**src/rtl/tsd_pkg.sv**
```systemverilog
`default_nettype none

package tsd_pkg;

   // Word widths of the fixed-point datapath.
   localparam int WORD_BITS      = 32;
   localparam int REG_BITS       = WORD_BITS - 1;
   localparam int MAG_BITS       = WORD_BITS;
   localparam int SQ_BITS        = 2 * MAG_BITS;
   localparam int ROOT_BITS      = SQ_BITS / 2;
   localparam int REM_BITS       = ROOT_BITS + 2;
   localparam int SIDE_BITS      = WORD_BITS + 2;
   localparam int CSR_INDEX_BITS = 2;

   // Register reset values, fixed point with sixteen fraction bits.
   localparam logic [REG_BITS-1:0] RESET_INNER = REG_BITS'(32768);
   localparam logic [REG_BITS-1:0] RESET_OUTER = REG_BITS'(65536);
   localparam logic [REG_BITS-1:0] RESET_HALF  = REG_BITS'(65536);

   // Register indexes on the configuration port.
   typedef enum logic [CSR_INDEX_BITS-1:0] {
      CSR_INNER = 2'd0,
      CSR_OUTER = 2'd1,
      CSR_HALF  = 2'd2
   } csr_index_type;

   // Tube geometry as held in the configuration registers.
   typedef struct packed {
      logic [REG_BITS-1:0] inner;
      logic [REG_BITS-1:0] outer;
      logic [REG_BITS-1:0] half;
   } cfg_type;

   // Valid bit and the signed value that rides along a pipeline section.
   typedef struct packed {
      logic                        valid;
      logic signed [SIDE_BITS-1:0] side;
   } tag_type;

endpackage

`default_nettype wire

```
**src/rtl/tsd_if.sv**
```systemverilog
`default_nettype none


// Configuration write channel.
interface tsd_csr_if;
   import tsd_pkg::*;
   logic                      valid;
   logic                      ready;
   logic [CSR_INDEX_BITS-1:0] index;
   logic [REG_BITS-1:0]       data;

   modport source (output valid, output index, output data, input ready);
   modport sink (input valid, input index, input data, output ready);
endinterface

`default_nettype wire

```
**src/rtl/tsd_csr.sv**
```systemverilog
`default_nettype none

module tsd_csr (
   input  logic             clock,
   input  logic             reset,
   tsd_csr_if.sink          csr,
   output tsd_pkg::cfg_type cfg
);
   import tsd_pkg::*;

   cfg_type cfg_ff;
   cfg_type cfg_in;

   // Writes are always taken; an index beyond the register list is dropped.
   assign csr.ready = 1'b1;

   always_comb begin
      cfg_in = cfg_ff;
      if (csr.valid) begin
         unique case (csr.index)
            CSR_INNER: cfg_in.inner = csr.data;
            CSR_OUTER: cfg_in.outer = csr.data;
            CSR_HALF:  cfg_in.half  = csr.data;
            default:   cfg_in = cfg_ff;
         endcase
      end
   end

   always_ff @(posedge clock) begin
      if (reset) begin
         cfg_ff.inner <= RESET_INNER;
         cfg_ff.outer <= RESET_OUTER;
         cfg_ff.half  <= RESET_HALF;
      end else begin
         cfg_ff <= cfg_in;
      end
   end

   assign cfg = cfg_ff;

endmodule

`default_nettype wire

```
**src/flat_wrapper.sv**
```systemverilog
// flat-port wrapper written by rule: the top's interface ports become plain ports
module tsd_csr_flat import tsd_pkg::*;
  (clock, reset, cfg, csr_valid, csr_index, csr_data, csr_ready);
  tsd_csr_if csr_i ();
  input  logic clock;
  input  logic reset;
  output tsd_pkg::cfg_type cfg;
  input wire logic [$bits(csr_i.valid)-1:0] csr_valid;
  input wire logic [$bits(csr_i.index)-1:0] csr_index;
  input wire logic [$bits(csr_i.data)-1:0] csr_data;
  output wire logic [$bits(csr_i.ready)-1:0] csr_ready;
  assign csr_i.valid = csr_valid;
  assign csr_i.index = csr_index;
  assign csr_i.data = csr_data;
  assign csr_ready = csr_i.ready;
  tsd_csr u_core (.clock(clock), .reset(reset), .csr(csr_i), .cfg(cfg));
endmodule
```
**config.mk**
```make
export PLATFORM = sky130hd
export DESIGN_NAME = tsd_csr_flat
export DESIGN_NICKNAME = d
export VERILOG_FILES = /design/src/rtl/tsd_pkg.sv /design/src/rtl/tsd_if.sv /design/src/rtl/tsd_csr.sv /design/src/flat_wrapper.sv
export SDC_FILE = /design/constraint.sdc
export NUM_CORES = 1
export LEC_CHECK = 0
export ABC_AREA = 1
export BUFFER_PORTS_ARGS = -buffer_cell sky130_fd_sc_hd__clkbuf_2
export CAP_MARGIN = 20
export CORE_UTILIZATION = 39
export CTS_CLUSTER_DIAMETER = 40
export DETAILED_ROUTE_END_ITERATION = 8
export PLACE_DENSITY = 0.64
export SYNTH_ARGS = -nofsm -noshare
export SYNTH_HDL_FRONTEND = slang
export SYNTH_SLANG_ARGS = --single-unit
```
**constraint.sdc**
```tcl
create_clock -name clock -period 1.6 [get_ports clock]
set_clock_uncertainty 0.1 [all_clocks]
set_input_delay 0.08 -clock clock [delete_from_list [all_inputs] [get_ports clock]]
set_output_delay 0.08 -clock clock [all_outputs]
set_load 0.02 [all_outputs]
```
==> results of run 1 <==
[synthesized netlist by cell type]
master                     number
sky130_fd_sc_hd__nand2_1      154
sky130_fd_sc_hd__nor2_1       150
sky130_fd_sc_hd__dfxtp_1       93
sky130_fd_sc_hd__inv_1         93
sky130_fd_sc_hd__nand3_1       34
sky130_fd_sc_hd__buf_2         32
sky130_fd_sc_hd__a21oi_1       30
sky130_fd_sc_hd__buf_1          2
sky130_fd_sc_hd__nand3_2        2
sky130_fd_sc_hd__nand4_1        2
sky130_fd_sc_hd__buf_4          1
sky130_fd_sc_hd__clkbuf_1       1
sky130_fd_sc_hd__conb_1         1
sky130_fd_sc_hd__nor2_2         1
[stage by stage]
step / setup WS, ps / utilization, % / cell area [µm²] / hold slack (ps) / instances
floorplan: 722.9 / - / 3894 / 114.9 / 596
global placement: 505.0 / 48.07 / 4677 / 245.2 / 831
detailed placement: 482.3 / 48.07 / 4677 / 246.6 / 831
CTS: 304.5 / 53.54 / 5209 / 184.0 / 881
global route: 166.7 / 53.54 / 5209 / 238.9 / 881
finish: 293.9 / 53.54 / 5209 / 196.4 / 881
[worst paths after layout]
path | startpoint | to | slack (ps) | depth (start not counted)
setup / recovery | csr_index[0] | u_core.cfg[92]$_SDFFE_PP0P_ | 290 | 7
hold / removal | csr_valid | u_core.cfg[77]$_SDFFE_PP1P_ | 200 | 5
setup reg to reg | u_core.cfg[8]$_SDFFE_PP0P_ | u_core.cfg[8]$_SDFFE_PP0P_ | 850 | 4
hold reg to reg | u_core.cfg[77]$_SDFFE_PP1P_ | u_core.cfg[77]$_SDFFE_PP1P_ | 360 | 2
[per-layer routing]
layer	global-route usage, %	wire (µm)	up-vias
met3	4.788	587	9
met2	30.04	4084	87
li1	-	-	2033
met4	6.044	98	0
met1	22.09	4359	1640
met5	0	0	-
[final cells by class]
class | instances | area share, %
Timing Repair Buffer | 172 | 21.71
Sequential cell | 93 | 35.74
Clock inverter | 5 | 1.153
Tap cell | 133 | 3.195
Inverter | 93 | 6.702
Clock buffer | 11 | 2.522
Multi-Input combinational cell | 374 | 28.97
[report_power, final]
| part | internal (W) | total (W) | switching, W |
|---|---|---|---|
| clock network | 0.000731 | 0.00156 | 0.000825 |
| logic | 0.000312 | 0.000823 | 0.000510 |
| registers | 0.00244 | 0.00250 | 0.0000621 |
[cells by family after synthesis]
group / count (synthesis) / share of synthesized area [%]
AOI/OAI and AO/OA: 30 / 3.856
DFF: 93 / 47.82
buffers and inverters: 129 / 13.56
other: 1 / 0.09631
and+or+nand+nor: 343 / 34.67
[layout by cell type (no fill, tap or decap), types with 6 or more instances in the layout]
| master | count |
|---|---|
| sky130_fd_sc_hd__clkbuf_8 | 9 |
| sky130_fd_sc_hd__clkbuf_2 | 128 |
| sky130_fd_sc_hd__inv_1 | 92 |
| sky130_fd_sc_hd__a21oi_1 | 30 |
| sky130_fd_sc_hd__dfxtp_1 | 93 |
| sky130_fd_sc_hd__nand3_1 | 34 |
| sky130_fd_sc_hd__nor2_1 | 150 |
| sky130_fd_sc_hd__nand2_1 | 154 |
| sky130_fd_sc_hd__buf_12 | 6 |
| sky130_fd_sc_hd__dlygate4sd3_1 | 34 |
[worst max-delay path, stage by stage]
cell                            delay, ps
sky130_fd_sc_hd__dlygate4sd3_1        530
sky130_fd_sc_hd__clkbuf_2             150
sky130_fd_sc_hd__nor2_4               270
sky130_fd_sc_hd__buf_12               210
sky130_fd_sc_hd__nand3_1               90
sky130_fd_sc_hd__nand2_1               70
sky130_fd_sc_hd__nor2_1                30
==> run metrics, run 1 <==
status finished, final reports clean; number of slew-limit violations in the final report 0; critical-path maximum fanout 28; fill cell instance count of the final layout 982; power after layout 0.004877 W; RSZ-0062 raised after global routing no; sum of routed wire length over all layers 9129 µm; synthesis-to-finish area growth 33.77%; share of the clock period used by the worst path 81.63%; routability-driven placement congestion ratio 0.7081; CTS clk-pin slew, worst paths 90 ps; critical path startpoint category input port; wire length of the first global-routing pass 14830 µm; Post-Synthesis Cells 596; number of warnings printed during yosys synthesis 0; Post-CTS Hold Fix Bufs 34; kind of critical path in2reg; post-synthesis instance area 3894 µm²; register area 1862 µm²; number of flip-flops in the largest register 93; Post-Syn Nets 632; number of vias in the routed layout 3769; Inserted Clock Buffers 9; DIE WIDTH 101.9 µm; top cell type's share of synthesized area 47.81%; top cells by area in the synthesized netlist sky130_fd_sc_hd__dfxtp_1 (48%), sky130_fd_sc_hd__nand2_1 (15%), sky130_fd_sc_hd__nor2_1 (14%); minimum clock period 1306 ps; distinct cell type count of the synthesized netlist 14; number of I/O pins 130; Static Leakage 2.920 nW; Max VDD drop 0.0004690 V; Setup TNS Final 0 ps; total core area 9729 µm²; depth of the CTS H-tree 3; synthesized flop and latch total 93; footprint of the multi-input gates 1509 µm²; required time reported for the critical path endpoint 1750 ps; final layout net count 779; clock tree root buffer cell sky130_fd_sc_hd__clkbuf_8; post-CTS setup repair buffer count 0; number of max-cap violations 0; DR iter-0 viols 136; kind of end point of the critical path flop; number of global-route vias before repair 3362; clk sinks 93; Clock Latency Late Sink 340 ps; fraction of the yosys area taken by sequential cells 47.81%; fraction of layout instances using a drive strength above 1 20.86%; number of placement rows 36; starting density of the core 40.02%; upper clock frequency limit 0.7656 GHz; leftover overflow at the end of global routing 0; post-synthesis cell type with the largest combined area sky130_fd_sc_hd__dfxtp_1; routed length per instance 10.36 µm; number of buffers on the longest clock path 2; Hold Path Class in2reg; placed wire-length estimate 6136 µm; number of remaining DRC errors 0; Die Area 10390 µm²; total of buffers placed on input and output ports 128; Arr. time, crit path 1450 ps; mean post-synth cell area 6.533 µm²; Hold Vio Cnt, Final 0; TritonCTS clock tree yes; ant diodes 0; all-layer global routing usage 17.84%; post-cts sizing count 0; antenna violations before repair 0; power density cells 936.2 nW/µm²; Finish-stage setup viols 0; y dimension of the die 101.9 µm; maximum number of pins on one net before global-route repair 65; residual antenna-violating net count after detailed routing 0; Vias per Instance 4.278; number of detailed-routing iterations run before antenna repair 6
No activity file was read; power rests on OpenSTA's default activity.
==> inputs of run 2 (changes only) <==
Settings changed: PLACE_DENSITY 0.64 to 0.67.
Clock period 1.6 ns to 1.2 ns, I/O delays scaled along.
==> run 2 against run 1 <==
Effect of this change: count of clock-buffer cells in the layout increased by 1; routed wire length is 5.4% higher; sequential power up 33%; flip-flop and latch count is the same; critical path depth is 1 lower; cell area increased by 2.3%; critical path type unchanged; via count grew 2.1%; core utilization up 1.2 points; clock power grew 21%; die area did not move; sequential share of layout area is 0.80 points lower; first-iteration DRC count down 13%.
==> run metrics, run 2 (same netlist as run 1, synthesis figures left out) <==
fraction of layout instances using a drive strength above 1 21.28% (+0.42 points); Arr. time, crit path 1270 ps (-180 ps); ant diodes 0 (unchanged); final layout net count 783 (+0.51%); Cell Area, Placed 4710 µm² (+0.70%); placed wire-length estimate 6147 µm (+0.18%); dpl cells 832 (+0.12%); post-route setup slack 106.7 ps (-187.2 ps); final design instance area without fill 5328 µm² (+2.3%); depth of the CTS H-tree 3 (unchanged); antenna violations before repair 0 (unchanged); number of flip-flops in the largest register 93 (unchanged); sum of routed wire length over all layers 9618 µm (+5.4%); Inserted Clock Buffers 9 (unchanged); Max VDD drop 0.0007280 V (+55%); Static Leakage 2.983 nW (+2.1%); Hold Path Class in2reg; most frequent standard cell in the layout excluding fill and tap cells sky130_fd_sc_hd__nand2_1; number of I/O pins 130 (unchanged); largest stage delay on the critical path 540 ps (about the same); Finish-stage setup viols 0 (unchanged); all-layer global routing usage 18.21% (+0.38 points); RSZ-0062 raised after global routing no; total core area 9729 µm² (unchanged); power density cells 1196 nW/µm² (+28%); Vias per Instance 4.347 (+1.6%); kind of critical path in2reg; share of the clock period used by the worst path 91.11%; Cell Count, Final, Fillers Out 885 (+0.45%); Setup TNS Final 0 ps (unchanged); number of remaining DRC errors 0 (unchanged); residual antenna-violating net count after detailed routing 0 (unchanged); total of buffers placed on input and output ports 128 (unchanged); clock tree root buffer cell sky130_fd_sc_hd__clkbuf_8; upper clock frequency limit 0.9147 GHz; cell type of the slowest stage on the worst timing path sky130_fd_sc_hd__dlygate4sd3_1; TritonCTS clock tree yes; number of placement rows 36 (unchanged); number of detailed-routing iterations run before antenna repair 4 (-2); Die Area 10390 µm² (unchanged); critical-path maximum fanout 13 (-54%); clk sinks 93 (unchanged); kind of end point of the critical path flop; routability-driven placement congestion ratio 0.6923 (-2.2%); critical path startpoint category input port; required time reported for the critical path endpoint 1380 ps (-370 ps); synthesis-to-finish area growth 36.83%; DR iter-0 viols 119 (-13%); pre-CTS setup slack 185.6 ps (-296.7 ps); Hold Vio Cnt, Final 0 (unchanged); wire length of the first global-routing pass 15260 µm (+2.9%); power after layout 0.006370 W (+31%); number of max-cap violations 0 (unchanged); cell-by-cell listing of the critical path dlygate4sd3_1, clkbuf_2, inv_4, buf_4, nand2_1, nor2_1; number of buffers on the longest clock path 2 (unchanged); number of slew-limit violations in the final report 0 (unchanged); number of vias in the routed layout 3847 (+2.1%); maximum number of pins on one net before global-route repair 65 (unchanged); leftover overflow at the end of global routing 0 (unchanged); routed length per instance 10.87 µm (+4.9%); DIE WIDTH 101.9 µm (unchanged); minimum clock period 1093 ps; status finished, final reports clean; number of global-route vias before repair 3498 (+4.0%); y dimension of the die 101.9 µm (unchanged); starting density of the core 40.02% (unchanged); CTS clk-pin slew, worst paths 80 ps (about the same); Clock Latency Late Sink 340 ps (about the same); commonest non-fill, non-tap cells in the layout sky130_fd_sc_hd__nand2_1 (154), sky130_fd_sc_hd__nor2_1 (150), sky130_fd_sc_hd__clkbuf_2 (127)
## run 2: final timing paths
kind	startpoint	to	slack (ps)	cells past startpoint
worst max-delay path	reset	u_core.cfg[53]$_SDFFE_PP0P_	110	6
worst min-delay path	csr_index[1]	u_core.cfg[47]$_SDFFE_PP1P_	50	4
worst max register to register	u_core.cfg[40]$_SDFFE_PP0P_	u_core.cfg[40]$_SDFFE_PP0P_	430	4
worst min register to register	u_core.cfg[47]$_SDFFE_PP1P_	u_core.cfg[47]$_SDFFE_PP1P_	370	2
## run 2: worst max-delay path, delay by kind of cell
kind | cells | cell delay, ps
buffers and inverters | 4 | 1040
AND/OR/NAND/NOR | 2 | 160
## run 2: metrics by stage
stage               utilization, %  hold WS, ps
global placement             48.41        224.9
floorplan                        -        94.92
detailed placement           48.41        226.3
CTS                          53.74        33.13
global route                 54.76        59.59
finish                       54.76        52.48
## run 2: metal layers
metal | track usage [%] | wire length, µm | vias to the layer above
li1 | - | - | 2045
met1 | 21.70 | 4353 | 1699
met2 | 31.34 | 4566 | 93
met3 | 5.267 | 585 | 10
met4 | 6.374 | 112 | 0
met5 | 0 | 0 | -
## run 2: power breakdown
group	total [W]	switching, W	internal, W
Sequential	0.00333	0.0000847	0.00325
Clock	0.00189	0.00106	0.000824
Combinational	0.00115	0.000695	0.000455
Total	0.00637	0.00184	0.00453
## run 2: repair_timing
item,CTS,global route
buffers inserted,0,1
hold buffers,34,0
endpoints found under the hold margin,93,0
gates resized for setup,0,4
setup endpoints to repair,0,59
## run 2: cell type report
| type | instances | area, µm² |
|---|---|---|
| clock inverters | 4 | 33.78 |
| well taps | 133 | 166.4 |
| inverters | 93 | 351.6 |
| clock buffers | 12 | 145.1 |
| multi-input cells | 374 | 1509 |
| flip-flops and latches | 93 | 1862 |
| repair buffers | 176 | 1260 |
| fillers | 965 | 4402 |
==> inputs of run 3 (changes only) <==
Settings changed: PLACE_DENSITY 0.67 to 0.64, RECOVER_POWER from default to 100.
Clock period 1.2 ns to 1.27 ns, I/O delays scaled along.
==> run 3 against run 2 <==
Effect of this change: critical path depth unchanged; setup slack improved by 1.2 ps; hold slack improved by 15 ps; via count increased by 1.7%; combinational power decreased by 8%; final cell count decreased by 0.34%; die area unchanged; global-route usage increased by 0.12 points; count of clock-buffer cells in the layout increased by 2; critical endpoint is now u_core.cfg[89]$_SDFFE_PP0P_; largest power group unchanged.
==> run metrics, run 3 (same netlist as run 1, synthesis figures left out) <==
status finished, final reports clean; routed length per instance 12.34 µm (+14%); Clock Latency Late Sink 350 ps (about the same); wire length of the first global-routing pass 14870 µm (-2.5%); routability-driven placement congestion ratio 0.7220 (+4.3%); hold wc startpoint reset; clk sinks 93 (unchanged); net switching component of the power 0.001737 W (-5.8%); number of cells on the worst hold path 4 (unchanged); starting density of the core 40.02% (unchanged); all-layer global routing usage 18.33% (+0.12 points); number of I/O pins 130 (unchanged); Cell Area, Placed 4687 µm² (-0.48%); kind of end point of the critical path flop; Finish-stage setup viols 0 (unchanged); TritonCTS clock tree yes; placed wire-length estimate 6103 µm (-0.71%); tightest slew margin relative to the limit 62.65%; Hold Vio Cnt, Final 0 (unchanged); number of placement rows 36 (unchanged); maximum number of pins on one net before global-route repair 65 (unchanged); required time reported for the critical path endpoint 1420 ps (+40 ps); sum of routed wire length over all layers 10890 µm (+13%); number of flip-flops in the largest register 93 (unchanged); critical-path maximum fanout 16 (+3); total core area 9729 µm² (unchanged); upper clock frequency limit 0.8606 GHz; ant diodes 0 (unchanged); power density cells 1166 nW/µm² (-2.5%); number of buffers on the longest clock path 2 (unchanged); Hold Path Class in2reg; DIE WIDTH 101.9 µm (unchanged); commonest non-fill, non-tap cells in the layout sky130_fd_sc_hd__nand2_1 (154), sky130_fd_sc_hd__nor2_1 (150), sky130_fd_sc_hd__clkbuf_1 (93), sky130_fd_sc_hd__dfxtp_1 (93), sky130_fd_sc_hd__inv_1 (91); Inserted Clock Buffers 9 (unchanged); number of global-route vias before repair 3245 (-7.2%); minimum clock period 1162 ps; Static Leakage 2.685 nW (-10%); relative contribution of the clock network to total power 30.5% (+0.9 points); share of the clock period used by the worst path 91.50%; switching share of power 28.68% (-0.27 points); CTS clk-pin slew, worst paths 90 ps (about the same); Max VDD drop 0.0005930 V (-19%); Die Area 10390 µm² (unchanged); RSZ-0062 raised after global routing no; destination of the worst hold path u_core.cfg[16]$_SDFFE_PP1P_; reg-to-reg critical path endpoint u_core.cfg[36]$_SDFFE_PP0P_; number of detailed-routing iterations run before antenna repair 4 (unchanged); synthesis-to-finish area growth 33.32%; pre-CTS setup slack 221.6 ps (+36.01 ps); part of the power in registers 52.0% (-0.3 points); number of max-cap violations 0 (unchanged); Arr. time, crit path 1310 ps (+40 ps); fill cell instance count of the final layout 1031 (+6.8%); number of slew-limit violations in the final report 0 (unchanged); Worst R2R Start u_core.cfg[36]$_SDFFE_PP0P_; Setup TNS Final 0 ps (unchanged); fraction of layout instances using a drive strength above 1 8.812% (-12 points); critical path startpoint category input port; Vias per Instance 4.438 (+2.1%); residual antenna-violating net count after detailed routing 0 (unchanged); clock tree root buffer cell sky130_fd_sc_hd__clkbuf_8; kind of critical path in2reg; number of vias in the routed layout 3914 (+1.7%); post-CTS setup repair buffer count 0 (unchanged); fraction of the core area covered by cells at the end of the flow 53.36% (-1.4 points); post-route setup slack 108.0 ps (+1.242 ps); number of remaining DRC errors 0 (unchanged); transition at the pin with the smallest max-transition slack 559.7 ps; total of buffers placed on input and output ports 128 (unchanged); register-to-register setup slack 490 ps (+60 ps); r2r worst-path depth 4 (unchanged); final layout net count 781 (-0.26%); DR iter-0 viols 131 (+10%); y dimension of the die 101.9 µm (unchanged); depth of the CTS H-tree 3 (unchanged); most frequent standard cell in the layout excluding fill and tap cells sky130_fd_sc_hd__nand2_1; combinational group share of total power 17.6% (-0.5 points); final design instance area without fill 5191 µm² (-2.6%); cell internal pwr 0.004318 W (-4.6%); leftover overflow at the end of global routing 0 (unchanged); antenna violations before repair 0 (unchanged)
-- run 3: power by group through the flow --
| stage | combinational (W) | clock, W | sequential, W |
|---|---|---|---|
| floorplan | 0.000429 | 0 | 0.00340 |
| global placement | 0.000947 | 0 | 0.00321 |
| detailed placement | 0.000965 | 0 | 0.00321 |
| CTS | 0.00105 | 0.00191 | 0.00315 |
| global route | 0.00118 | 0.00204 | 0.00317 |
| finish | 0.00106 | 0.00184 | 0.00315 |
-- run 3: layout make-up --
class                      instances  area (µm²)  area share [%]
clock inverter                     1       5.005         0.09641
multi-input combinational        374        1494           28.78
inverter                          93       349.1           6.725
tap                              133       166.4           3.206
clock buffer                      14       172.7           3.326
timing repair buffer             174        1142           22.01
sequential                        93        1862           35.86
-- run 3: worst max path at each step --
stage / slack [ps] / to / from / cells past startpoint
finish: 110 / u_core.cfg[89]$_SDFFE_PP0P_ / csr_index[0] / 6
global route: 50 / u_core.cfg[89]$_SDFFE_PP0P_ / csr_index[1] / 6
CTS: 40 / u_core.cfg[36]$_SDFFE_PP0P_ / csr_index[1] / 8
detailed placement: 220 / u_core.cfg[36]$_SDFFE_PP0P_ / csr_index[1] / 7
global placement: 240 / u_core.cfg[62]$_SDFFE_PP0P_ / csr_index[0] / 6
floorplan: 410 / u_core.cfg[68]$_SDFFE_PP0P_ / reset / 5
-- run 3: repair_timing --
item                                    CTS  global route
gates resized for setup                   0             6
hold endpoints to repair                 93             0
hold buffers                             33             0
endpoints found under the setup margin    0            46
-- run 3: critical path, stage by stage --
cell	delay [ps]
sky130_fd_sc_hd__dlymetal6s4s_1	290
sky130_fd_sc_hd__nor2_2	460
sky130_fd_sc_hd__clkbuf_16	300
sky130_fd_sc_hd__nand3_1	80
sky130_fd_sc_hd__nand2_1	70
sky130_fd_sc_hd__nor2_1	40
-- run 3: layer usage --
metal | wire (µm) | vias up | global-route usage [%] | share of wire (%)
li1 | - | 2038 | - | -
met1 | 5048 | 1761 | 22.30 | 46
met2 | 5012 | 107 | 30.51 | 46
met3 | 706 | 8 | 4.993 | 6.5
met4 | 117 | 0 | 7.912 | 1.1
met5 | 0 | - | 0 | 0
-- run 3: through the flow --
stage	power, W	std cells	hold slack, ps
6_report	0.006054	882	67.67
5_1_grt	0.006385	882	61.62
4_1_cts	0.006106	877	40.36
3_5_place_dp	0.004179	829	234.6
3_3_place_gp	0.004156	829	226.8
2_1_floorplan	0.003825	596	98.42
